$ cat config.mk
export PLATFORM = sky130hd
export DESIGN_NAME = key_debounce_autorepeat_unit
export DESIGN_NICKNAME = d
export VERILOG_FILES = /design/src/hdl/kda_pkg.sv /design/src/hdl/key_debounce_autorepeat_unit.sv /design/src/hdl/kda_lane.sv /design/src/hdl/kda_merge.sv
export SDC_FILE = /design/constraint.sdc
export NUM_CORES = 1
export LEC_CHECK = 0
export BUFFER_PORTS_ARGS = -buffer_cell sky130_fd_sc_hd__buf_2
export CAP_MARGIN = 20
export CORE_UTILIZATION = 60
export CTS_CLUSTER_SIZE = 24
export DETAILED_ROUTE_END_ITERATION = 8
export MAX_ROUTING_LAYER = met4
export PLACE_DENSITY_LB_ADDON = 0.12
export SLEW_MARGIN = 15
export SYNTH_ARGS = -nofsm -noshare
export SYNTH_HDL_FRONTEND = slang
export SYNTH_HIERARCHICAL = 1
export SYNTH_SLANG_ARGS = --single-unit
$ cat constraint.sdc
create_clock -name clock -period 5.8 [get_ports clock]
set_clock_uncertainty 0.2 [all_clocks]
set_input_delay 0.87 -clock clock [delete_from_list [all_inputs] [get_ports clock]]
set_output_delay 0.87 -clock clock [all_outputs]
set_load 0.02 [all_outputs]
$ cat src/hdl/kda_pkg.sv
// Shared types and constants for the key debounce and auto-repeat block.
// Used by kda_lane, kda_merge and key_debounce_autorepeat_unit.
package kda_pkg;

   // Number of key slots carried by the payload fields.
   localparam int KeySlots = 8;

   // Configuration register indexes.
   localparam logic [2:0] RegKeyEnable    = 3'd0;
   localparam logic [2:0] RegRepeatEnable = 3'd1;
   localparam logic [2:0] RegFastRepeat   = 3'd2;
   localparam logic [2:0] RegMultEnable   = 3'd3;
   localparam logic [2:0] RegFilterMask   = 3'd4;
   localparam logic [2:0] RegLongDelay    = 3'd5;
   localparam logic [2:0] RegShortDelay   = 3'd6;
   localparam logic [2:0] RegFastAfter    = 3'd7;

   // Register reset values.
   localparam logic [7:0] FilterReset    = 8'd15;
   localparam logic [7:0] LongDelayReset = 8'd50;
   localparam logic [7:0] ShortDelReset  = 8'd10;
   localparam logic [7:0] FastAfterReset = 8'd5;

   localparam logic [7:0] CountMax = 8'hff;

   // Item operation codes.
   localparam logic OpTick  = 1'b0;
   localparam logic OpClear = 1'b1;

   // Settings seen by one lane.
   typedef struct packed {
      logic       key_enable;
      logic       repeat_enable;
      logic       fast_repeat;
      logic       mult_enable;
      logic [7:0] filter_mask;
      logic [7:0] long_delay;
      logic [7:0] short_delay;
      logic [7:0] fast_after;
   } lane_cfg_type;

   // Command broadcast to every lane for one accepted item.
   typedef struct packed {
      logic       fire;
      logic       op;
      logic [2:0] key_index;
   } lane_cmd_type;

   // Flags reported by one lane.
   typedef struct packed {
      logic pressed;
      logic multiply;
   } lane_flags_type;

endpackage

$ cat src/hdl/key_debounce_autorepeat_unit.sv
// Top level of the key debounce and auto-repeat block: settings registers,
// one kda_lane per key and the kda_merge output stage. Depends on kda_pkg.
//
//   Channel | Ports                                           | Direction
//   req     | req_valid req_ready req_op req_raw_keys req_key_index | in
//   rsp     | rsp_valid rsp_ready rsp_pressed_keys rsp_multiply_keys | out
//   csr     | csr_valid csr_ready csr_index csr_wdata         | in
//
// All lanes handle an item together at the edge that accepts it; the merge
// stage then copies the flags into its output register, where the result is
// offered. One item per cycle is taken while the output register is free or
// its result is being taken. Reset is synchronous and restores every lane and
// register to its default.
// A stalled result holds the next item in the lanes; req_ready drops until
// the output register frees up. csr_ready is always high.
module key_debounce_autorepeat_unit import kda_pkg::*; #(
   parameter int KEY_COUNT      = 8,
   parameter int MULTIPLY_AFTER = 10,
   parameter int ACTIVE_LOW     = 0
) (
   input  logic                clock,
   input  logic                reset,
   input  logic                req_valid,
   output logic                req_ready,
   input  logic                req_op,
   input  logic [7:0]          req_raw_keys,
   input  logic [2:0]          req_key_index,
   output logic                rsp_valid,
   input  logic                rsp_ready,
   output logic [KeySlots-1:0] rsp_pressed_keys,
   output logic [KeySlots-1:0] rsp_multiply_keys,
   input  logic                csr_valid,
   output logic                csr_ready,
   input  logic [2:0]          csr_index,
   input  logic [7:0]          csr_wdata
);

   localparam int LANES = (KEY_COUNT < KeySlots) ? KEY_COUNT : KeySlots;

   logic [7:0] key_en_ff, rep_en_ff, fast_ff, mult_en_ff;
   logic [7:0] filter_ff, long_ff, short_ff, fast_after_ff;

   logic                        can_accept;
   lane_cmd_type                cmd;
   lane_flags_type [LANES-1:0]  lane_flags;

   assign csr_ready = 1'b1;
   assign req_ready = can_accept;

   always_ff @(posedge clock) begin
      if (reset) begin
         key_en_ff     <= 8'd0;
         rep_en_ff     <= 8'd0;
         fast_ff       <= 8'd0;
         mult_en_ff    <= 8'd0;
         filter_ff     <= FilterReset;
         long_ff       <= LongDelayReset;
         short_ff      <= ShortDelReset;
         fast_after_ff <= FastAfterReset;
      end else if (csr_valid) begin
         case (csr_index)
            RegKeyEnable:    key_en_ff     <= csr_wdata;
            RegRepeatEnable: rep_en_ff     <= csr_wdata;
            RegFastRepeat:   fast_ff       <= csr_wdata;
            RegMultEnable:   mult_en_ff    <= csr_wdata;
            RegFilterMask:   filter_ff     <= csr_wdata;
            RegLongDelay:    long_ff       <= csr_wdata;
            RegShortDelay:   short_ff      <= csr_wdata;
            RegFastAfter:    fast_after_ff <= csr_wdata;
            default: ;
         endcase
      end
   end

   assign cmd.fire      = req_valid && can_accept;
   assign cmd.op        = req_op;
   assign cmd.key_index = req_key_index;

   for (genvar k = 0; k < LANES; k++) begin : g_lane
      lane_cfg_type lane_cfg;

      assign lane_cfg.key_enable    = key_en_ff[k];
      assign lane_cfg.repeat_enable = rep_en_ff[k];
      assign lane_cfg.fast_repeat   = fast_ff[k];
      assign lane_cfg.mult_enable   = mult_en_ff[k];
      assign lane_cfg.filter_mask   = filter_ff;
      assign lane_cfg.long_delay    = long_ff;
      assign lane_cfg.short_delay   = short_ff;
      assign lane_cfg.fast_after    = fast_after_ff;

      kda_lane #(
         .LANE_ID        (k),
         .MULTIPLY_AFTER (MULTIPLY_AFTER),
         .ACTIVE_LOW     (ACTIVE_LOW)
      ) u_lane (
         .clock   (clock),
         .reset   (reset),
         .cmd     (cmd),
         .raw_bit (req_raw_keys[k]),
         .cfg     (lane_cfg),
         .flags   (lane_flags[k])
      );
   end

   kda_merge #(
      .LANES (LANES)
   ) u_merge (
      .clock             (clock),
      .reset             (reset),
      .item_fire         (cmd.fire),
      .lane_flags        (lane_flags),
      .can_accept        (can_accept),
      .rsp_valid         (rsp_valid),
      .rsp_ready         (rsp_ready),
      .rsp_pressed_keys  (rsp_pressed_keys),
      .rsp_multiply_keys (rsp_multiply_keys)
   );

endmodule

$ cat src/hdl/kda_lane.sv
// One key lane: history shift, debounce test, repeat timer and press counter.
// Depends on kda_pkg.
module kda_lane import kda_pkg::*; #(
   parameter int LANE_ID        = 0,
   parameter int MULTIPLY_AFTER = 10,
   parameter int ACTIVE_LOW     = 0
) (
   input  logic           clock,
   input  logic           reset,
   input  lane_cmd_type   cmd,
   input  logic           raw_bit,
   input  lane_cfg_type   cfg,
   output lane_flags_type flags
);

   localparam logic [7:0] MultThreshold = 8'(MULTIPLY_AFTER);
   localparam logic [2:0] LaneIndex     = 3'(LANE_ID);

   logic [7:0] hist_ff, hist_in;
   logic [7:0] timer_ff, timer_in;
   logic [7:0] count_ff, count_in;
   logic       pressed_ff, pressed_in;
   logic       mult_ff, mult_in;

   logic [7:0] sel;
   logic       all_set, none_set, is_down, is_up;
   logic [7:0] count_next, timer_load;

   always_comb begin
      hist_in    = {hist_ff[6:0], raw_bit};
      sel        = hist_in & cfg.filter_mask;
      all_set    = (sel == cfg.filter_mask);
      none_set   = (sel == 8'd0);
      // The all-bits test wins over the no-bits test, as with an empty filter.
      if (ACTIVE_LOW == 0) begin
         is_down = all_set;
         is_up   = !all_set && none_set;
      end else begin
         is_up   = all_set;
         is_down = !all_set && none_set;
      end
      if (!cfg.key_enable) begin
         is_down = 1'b0;
         is_up   = 1'b1;
      end

      count_next = (count_ff == CountMax) ? count_ff : count_ff + 8'd1;

      timer_in   = timer_ff;
      count_in   = count_ff;
      pressed_in = pressed_ff;
      mult_in    = mult_ff;
      timer_load = timer_ff;

      if (cmd.fire && cmd.op == OpTick) begin
         if (is_up) begin
            pressed_in = 1'b0;
            mult_in    = 1'b0;
            timer_in   = 8'd0;
            count_in   = 8'd0;
         end else if (is_down) begin
            if (timer_ff == 8'd0) begin
               pressed_in = 1'b1;
               count_in   = count_next;
               timer_load = cfg.long_delay;
               if (count_next > cfg.fast_after && cfg.fast_repeat) begin
                  timer_load = cfg.short_delay;
               end
               if (count_next > MultThreshold && cfg.mult_enable) begin
                  mult_in = 1'b1;
               end
            end
            timer_in = timer_load;
            if (timer_load != 8'd0 && cfg.repeat_enable) begin
               timer_in = timer_load - 8'd1;
            end
         end
      end else if (cmd.fire && cmd.op == OpClear && cmd.key_index == LaneIndex) begin
         pressed_in = 1'b0;
         mult_in    = 1'b0;
      end
   end

   always_ff @(posedge clock) begin
      if (reset) begin
         hist_ff    <= 8'd0;
         timer_ff   <= 8'd0;
         count_ff   <= 8'd0;
         pressed_ff <= 1'b0;
         mult_ff    <= 1'b0;
      end else begin
         if (cmd.fire && cmd.op == OpTick) begin
            hist_ff <= hist_in;
         end
         timer_ff   <= timer_in;
         count_ff   <= count_in;
         pressed_ff <= pressed_in;
         mult_ff    <= mult_in;
      end
   end

   assign flags.pressed  = pressed_ff;
   assign flags.multiply = mult_ff;

endmodule

$ cat src/hdl/kda_merge.sv
// Merging stage: gathers the lane flags into one result item and holds it
// in the output register until taken. Depends on kda_pkg.
module kda_merge import kda_pkg::*; #(
   parameter int LANES = 8
) (
   input  logic                             clock,
   input  logic                             reset,
   input  logic                             item_fire,
   input  lane_flags_type [LANES-1:0]       lane_flags,
   output logic                             can_accept,
   output logic                             rsp_valid,
   input  logic                             rsp_ready,
   output logic [KeySlots-1:0]              rsp_pressed_keys,
   output logic [KeySlots-1:0]              rsp_multiply_keys
);

   logic                pend_ff, pend_in;
   logic                valid_ff, valid_in;
   logic [KeySlots-1:0] pressed_ff, multiply_ff;
   logic [KeySlots-1:0] pressed_vec, multiply_vec;
   logic                load;

   always_comb begin
      pressed_vec  = '0;
      multiply_vec = '0;
      for (int i = 0; i < LANES; i++) begin
         pressed_vec[i]  = lane_flags[i].pressed;
         multiply_vec[i] = lane_flags[i].multiply;
      end
   end

   // The lanes hold an item's outcome until it is copied here, so a new item
   // may enter on the same edge that copies the previous one.
   assign load       = pend_ff && (!valid_ff || rsp_ready);
   assign can_accept = !pend_ff || load;

   always_comb begin
      pend_in  = item_fire ? 1'b1 : (load ? 1'b0 : pend_ff);
      valid_in = load ? 1'b1 : ((valid_ff && rsp_ready) ? 1'b0 : valid_ff);
   end

   always_ff @(posedge clock) begin
      if (reset) begin
         pend_ff  <= 1'b0;
         valid_ff <= 1'b0;
      end else begin
         pend_ff  <= pend_in;
         valid_ff <= valid_in;
      end
   end

   always_ff @(posedge clock) begin
      if (load) begin
         pressed_ff  <= pressed_vec;
         multiply_ff <= multiply_vec;
      end
   end

   assign rsp_valid         = valid_ff;
   assign rsp_pressed_keys  = pressed_ff;
   assign rsp_multiply_keys = multiply_ff;

endmodule

======== Yosys cells after proc, flatten, opt, wreduce, memory -nomap -nowiden ========
Cells that the tools add are included.
storage, ports and cells
  register bits after elaboration ......... 282
  bits of input ports ..................... 28
  word-level logic and storage cells ...... 492
  output and inout port bits .............. 19
cells by class
  eq/ne operators ......................... 54
  reductions and logical operators ........ 149
  muxes and demuxes ....................... 196
  order comparisons ....................... 16
  $add $sub $neg .......................... 16
  bitwise gates (word level) .............. 9
operator list
  cell                                                            count
  two-way mux 8 bit                                               96
  logical NOT 8 bit                                               16
  two-way mux 1 bit                                               100
  != test 3 x 1 -> 1 bit (second input constant)                  22
  adder 8 x 1 -> 8 bit (second input constant)                    8
  AND 8 bit                                                       8
  == test 8 bit                                                   8
  == test 8 bit (second input constant)                           8
  greater-than comparator 8 x 4 -> 1 bit (second input constant)  8
  greater-than comparator 8 bit                                   8
  nonzero test 8 bit                                              8
  subtractor 8 x 1 -> 8 bit (second input constant)               8
  nonzero test 2 bit                                              26
  AND reduction 3 bit                                             16
  logical AND 1 bit                                               45
  AND reduction 2 bit                                             16
  AND reduction 4 bit                                             8
  == test 3 bit (second input constant)                           8
  == test 3 x 2 -> 1 bit (second input constant)                  4
  logical NOT 1 bit                                               10
  == test 3 x 1 -> 1 bit (second input constant)                  2
  logical NOT 3 bit                                               2
  != test 3 x 2 -> 1 bit (second input constant)                  2
  logical OR 1 bit                                                2
  inverter 1 bit                                                  1

======== Depth between registers and ports, before layout ========
  depth after elaboration ................. 14
  depth in mapped cells ................... 20
  depth with buffers taken out ............ 20

======== Modules after synthesis ========
Netlist, hierarchy kept.
by module, submodules not included
  module                           cells an instance  area each (µm²)  times used
  kda_lane (g_lane[5].u_lane ...)  250                1899.3           2
  kda_lane (g_lane[1].u_lane ...)  250                1896.8           2
  key_debounce_autorepeat_unit     243                2605.0           1
  kda_lane (g_lane[2].u_lane)      261                2034.5           1
  kda_lane (g_lane[7].u_lane)      252                1904.3           1
  kda_lane (g_lane[3].u_lane)      251                1896.8           1
  kda_lane (g_lane[0].u_lane)      250                1895.6           1
  kda_merge                        25                 574.3            1

======== Worst setup path before layout ========
Ideal clock, no wire load.
  path type ............................... flip-flop to flip-flop
  start point ............................. reg g_lane[7].u_lane.count_ff[0]
  end point ............................... reg g_lane[7].u_lane.timer_ff[2]
  cell stages (with the launch flop) ...... 20
  arrival ................................. 4.754 ns
  setup slack ............................. 0.719 ns
  setup time .............................. 0.128 ns
  required time ........................... 5.472 ns
  cells stage by stage .................... dfxtp_1 > ha_1 > and3_1 > and3_1 > nand3_1 > mux2_2 > ha_1 > nand2_1 > or3_1 > and3_4 > nand2_4 > mux2_2 > a21oi_1 > ha_1 > inv_2 > or4_4 > buf_6 > or4b_1 > a32oi_1 > nor2_1
on the way
  word-level cells in the longest chain between the ends .. 14
  elaborated cells between the ends (all ways) .. 16
  classes of those cells .................. add/sub (2); order compare (1); eq/ne (1); mux (9); reduce/logical (3)
RTL lines
  what                                                               RTL line        source
  start, declared                                                    kda_lane.sv:21  logic [7:0] count_ff, count_in;
  start signal, assigned                                             kda_lane.sv:96  count_ff <= count_in;
  adder 8 x 1 -> 8 bit or == test 8 bit (tied branches)              kda_lane.sv:47  count_next = (count_ff == CountMax) ? count_ff : count_ff + 8'd1;
  two-way mux 8 bit *                                                kda_lane.sv:47
  greater-than comparator 8 bit *                                    kda_lane.sv:66  if (count_next > cfg.fast_after && cfg.fast_repeat) begin
  logical AND 1 bit *                                                kda_lane.sv:66
  two-way mux 8 bit *                                                kda_lane.sv:66
  two-way mux 8 bit *                                                kda_lane.sv:62  if (timer_ff == 8'd0) begin
  two-way mux 8 bit *                                                kda_lane.sv:61  end else if (is_down) begin
  two-way mux 8 bit *                                                kda_lane.sv:56  if (is_up) begin
  two-way mux 8 bit *                                                kda_lane.sv:55  if (cmd.fire && cmd.op == OpTick) begin
  branches (longest 2 deep; another with subtractor 8 x 1 -> 8 bit)  n/a
  two-way mux 8 bit *                                                kda_lane.sv:74  if (timer_load != 8'd0 && cfg.repeat_enable) begin
  two-way mux 8 bit *                                                kda_lane.sv:61
  two-way mux 8 bit *                                                kda_lane.sv:56
  end signal, assigned                                               kda_lane.sv:95  timer_ff <= timer_in;
  end, declared                                                      kda_lane.sv:20  logic [7:0] timer_ff, timer_in;
Every way passes the cells marked *. The select of a mux whose other input is x is not followed.
A chain may end at the register's enable or synchronous reset.

======== Worst setup path after layout ========
Ends and elaborated chain as after synthesis.

==> flow_summary.toml <==
[placement]
place_hpwl_um = 36900
pre_cts_slack_ps = 365
routabilityCongestion = 0.989
numPortBuffers = 45
placed_area_mm2 = 0.0187

[logic_synthesis]
synth.lib_cells_used.distinct = 92
mappedNetlistNets = 2398
dominantRegCellSynth = "sky130_fd_sc_hd__dfxtp_1"
syn_avg_cell_area_um2 = 8.11
post_synthesis_cell_area_mm2 = 0.0185
synth_commonest_cells = "sky130_fd_sc_hd__dfxtp_1 (266), sky130_fd_sc_hd__nand2_1 (249), sky130_fd_sc_hd__nor2_1 (184), sky130_fd_sc_hd__a21oi_1 (165), sky130_fd_sc_hd__inv_1 (155)"
synthesis.instances = 2282
number_of_flip_flops_and_latches_in_the_synthesized_netlist = 282
number_of_enable_type_register_cells_in_the_synthesized_netlist = 16
post-synth-top-area-cell = "sky130_fd_sc_hd__dfxtp_1"
netlist_top_cells_area = "sky130_fd_sc_hd__dfxtp_1 (29%), sky130_fd_sc_hd__ha_1 (6.0%), sky130_fd_sc_hd__nand2_1 (5.1%), sky130_fd_sc_hd__mux2i_1 (4.5%), sky130_fd_sc_hd__a21oi_1 (4.5%)"
synth-async-reset-ratio_pct = 0
synth-seq-area-share_pct = 31.4
ys_warn_count = 6
synth_most_common_cell = "sky130_fd_sc_hd__dfxtp_1"
synth.top_cell.area_share_pct = 28.8

[layout]
synthToLayoutAreaGrowth_pct = 7.38
final_std_cell_area_no_fill_mm2 = 0.0199
multi_input_gate_area_mm2 = 0.0115
reg_top3 = "g_lane.u_lane/count_ff (64), g_lane.u_lane/timer_ff (64), g_lane.u_lane/hist_ff (56)"
post_route_cells_drive_above_1_share_pct = 10.0
ff_latch_area_mm2 = 0.00581
fin_nets = 2407
num-fill-cells = 2523

[sta]
grt_setup_unrepaired = "no"
slew-limit-headroom_pct = 32.2
timing.final.ws_setup_ps = 317
worstMarginPinSlew_ps = 1010
setup_tns_ps = 0
fin_crit_sh_pct = 94.5
finalSetupViolations = 0
finalHoldViolations = 0
period_needed_ps = 5480
clock.fmax_mhz = 182
slew_viol_final = 0

[hold_path]
worstHoldPathType = "reg2reg"

[floorplan]
placeableCoreArea_mm2 = 0.0300
floorplan.die_area_mm2 = 0.0315
initial_utilization_pct = 61.8
placementRows = 63
num_io_pins = 47
fp.dieH_um = 178
dieWidth_um = 178

[worst_setup_path]
critPathCaptureType = "register"
largest_fanout_of_any_net_on_the_critical_path = 10
critPathRequiredTime_ps = 6000
timing.critical_path.slowest_stage_cell = "sky130_fd_sc_hd__or4_4"
critical_path_cell_sequence = "ha_1, and3_1, and3_1, nand3_1, mux2_2, ha_1, nand2_1, or3_1, and3_4, nand2_4, mux2_2, a21oi_1, ha_1, inv_2, or4_4, or4b_1, a32oi_1, nor2_1"
worst_path_most_repeated_cell = "sky130_fd_sc_hd__ha_1"
worstPathArrival_ps = 5680
critical_path_class = "reg2reg"
slowest_delay_ps = 580
cp-start-kind = "register"

[global_route]
grt_start_max_net_pins = 128
wire_length_of_the_first_global_routing_pass_um = 85500
antenna_violations_before_repair = 3
global_route.usage.total_pct = 35.7
grt_pass1_vias = 15791
grt_overflow = 0

[pwr]
power_density_mw_per_mm2 = 226
total_power_uw = 4480
ir_drop_mv = 0.260
power.leakage_uw = 0.00776

[clock_network]
cts-resized-gates = 0
cell_at_the_root_of_the_clock_tree = "sky130_fd_sc_hd__clkbuf_16"
cts.hold.buffers_added = 0
tritoncts.num_buffers = 34
insertion_delay_ps = 530
tritoncts = "yes"
clock_tree.buffer_depth = 3
cts.htree.levels = 2
post-cts-setup-buffers = 0
clk_pin_slew_ps = 60
cts.sinks = 282

[routing]
route.detailed.drc = 0
totalWireLength_um = 55300
routedLengthMet1_um = 23400
postRouteAntennaNets = 0
dr_total_vias = 17722
dr.max_layer_used = "met4"
wl_per_cell_um = 20.4
detail_route.first_pass.iterations = 6
met3WireLength_um = 4910
detail_route.iter0.violations = 2002
vias_per_cell = 6.55
detailroute.wirelength.met2_um = 24600

[outcome]
status = "complete, no violations"

[job]
max_cap_check_violation_count = 0
==> layout make-up <==
type                       instances  share of cell area [%]
antenna                            3                  0.0378
clock buffer                      49                    5.03
clock inverter                    10                   0.649
inverter                         156                    2.95
multi-input combinational       1752                    57.7
sequential                       282                    29.2
tap                              390                    2.46
timing repair buffer              65                    1.98
==> worst max-delay path, delay by kind of cell, from the launching register on <==
| family | cells | cell delay [ps] |
|---|---|---|
| AND/OR/NAND/NOR | 10 | 2610 |
| adder cells (fa/ha/maj) | 3 | 780 |
| multiplexers | 2 | 760 |
| AO/OA/AOI/OAI | 2 | 570 |
| flip-flops | 1 | 400 |
| buffers and inverters | 1 | 30 |
==> through the flow <==
step / std cells / hold slack [ps] / util [%]
final: 2707 / 236 / 66.3
after global routing: 2707 / 246 / 66.3
after CTS: 2704 / 235 / 66.3
after detailed placement: 2645 / 215 / 62.5
after global placement: 2645 / 215 / 62.5
after floorplan: 2282 / 236 / -
==> final timing paths <==
kind	slack (ps)	depth (start not counted)	to	startpoint
min	240	0	u_merge/rsp_pressed_keys[3]	g_lane[3].u_lane/pressed_ff
max	320	18	g_lane[7].u_lane/timer_ff[2]	g_lane[7].u_lane/count_ff[0]
min reg2reg	240	0	u_merge/rsp_pressed_keys[3]	g_lane[3].u_lane/pressed_ff
max reg2reg	320	18	g_lane[7].u_lane/timer_ff[2]	g_lane[7].u_lane/count_ff[0]
==> metal layers <==
metal / track usage, % / vias up
met2: 54.5 / 801
li1: - / 8352
met3: 5.38 / 173
met4: 15.8 / 0
met1: 46.6 / 8396
met5: - / -
==> power breakdown <==
| group | total (uW) | switching, uW | internal [uW] | leakage [uW] |
|---|---|---|---|---|
| sequential | 2010 | 37.7 | 1970 | 0.00229 |
| combinational | 304 | 204 | 100 | 0.00491 |
| clock | 2170 | 839 | 1330 | 0.000560 |
==> cell families (layout without fill, tap and decap cells) <==
family / count (synthesis) / count (layout) / share of synthesized area, %
and+or+nand+nor: 918 / 918 / 26.3
other: 1 / 4 / 0.0203
adders and majority gates: 88 / 88 / 5.95
xor gates and xnor gates: 61 / 61 / 2.89
buffers and inverters: 248 / 280 / 6.69
DFF: 282 / 282 / 31.4
muxes: 101 / 101 / 5.61
AOI/OAI and AO/OA: 583 / 583 / 21.2
==> cells in the final DEF, fill, tap and decap left out, types with 13 or more instances in the layout <==
| cell type | instances |
|---|---|
| sky130_fd_sc_hd__o2111ai_1 | 15 |
| sky130_fd_sc_hd__o21ai_0 | 75 |
| sky130_fd_sc_hd__a22oi_1 | 70 |
| sky130_fd_sc_hd__buf_4 | 19 |
| sky130_fd_sc_hd__nand2b_1 | 79 |
| sky130_fd_sc_hd__edfxtp_1 | 16 |
| sky130_fd_sc_hd__or4_1 | 13 |
| sky130_fd_sc_hd__a31oi_1 | 41 |
| sky130_fd_sc_hd__o211ai_1 | 33 |
| sky130_fd_sc_hd__mux2i_1 | 83 |
| sky130_fd_sc_hd__xnor2_1 | 50 |
| sky130_fd_sc_hd__nor4_1 | 14 |
| sky130_fd_sc_hd__nand2_1 | 249 |
| sky130_fd_sc_hd__a21oi_1 | 165 |
| sky130_fd_sc_hd__a311o_2 | 18 |
| sky130_fd_sc_hd__nand3_1 | 82 |
| sky130_fd_sc_hd__nor2_1 | 184 |
| sky130_fd_sc_hd__inv_1 | 155 |
| sky130_fd_sc_hd__a22o_1 | 27 |
| sky130_fd_sc_hd__and3_1 | 15 |
| sky130_fd_sc_hd__dfxtp_1 | 266 |
| sky130_fd_sc_hd__and2_1 | 14 |
| sky130_fd_sc_hd__mux2_2 | 15 |
| sky130_fd_sc_hd__clkbuf_16 | 35 |
| sky130_fd_sc_hd__buf_2 | 44 |
| sky130_fd_sc_hd__nand4_1 | 48 |
| sky130_fd_sc_hd__o21a_1 | 20 |
| sky130_fd_sc_hd__ha_1 | 88 |
| sky130_fd_sc_hd__nor3_1 | 69 |
| sky130_fd_sc_hd__o22ai_1 | 32 |
| sky130_fd_sc_hd__o21ai_1 | 17 |
| sky130_fd_sc_hd__nor2b_1 | 20 |
Power figures use the tool's default switching activity.
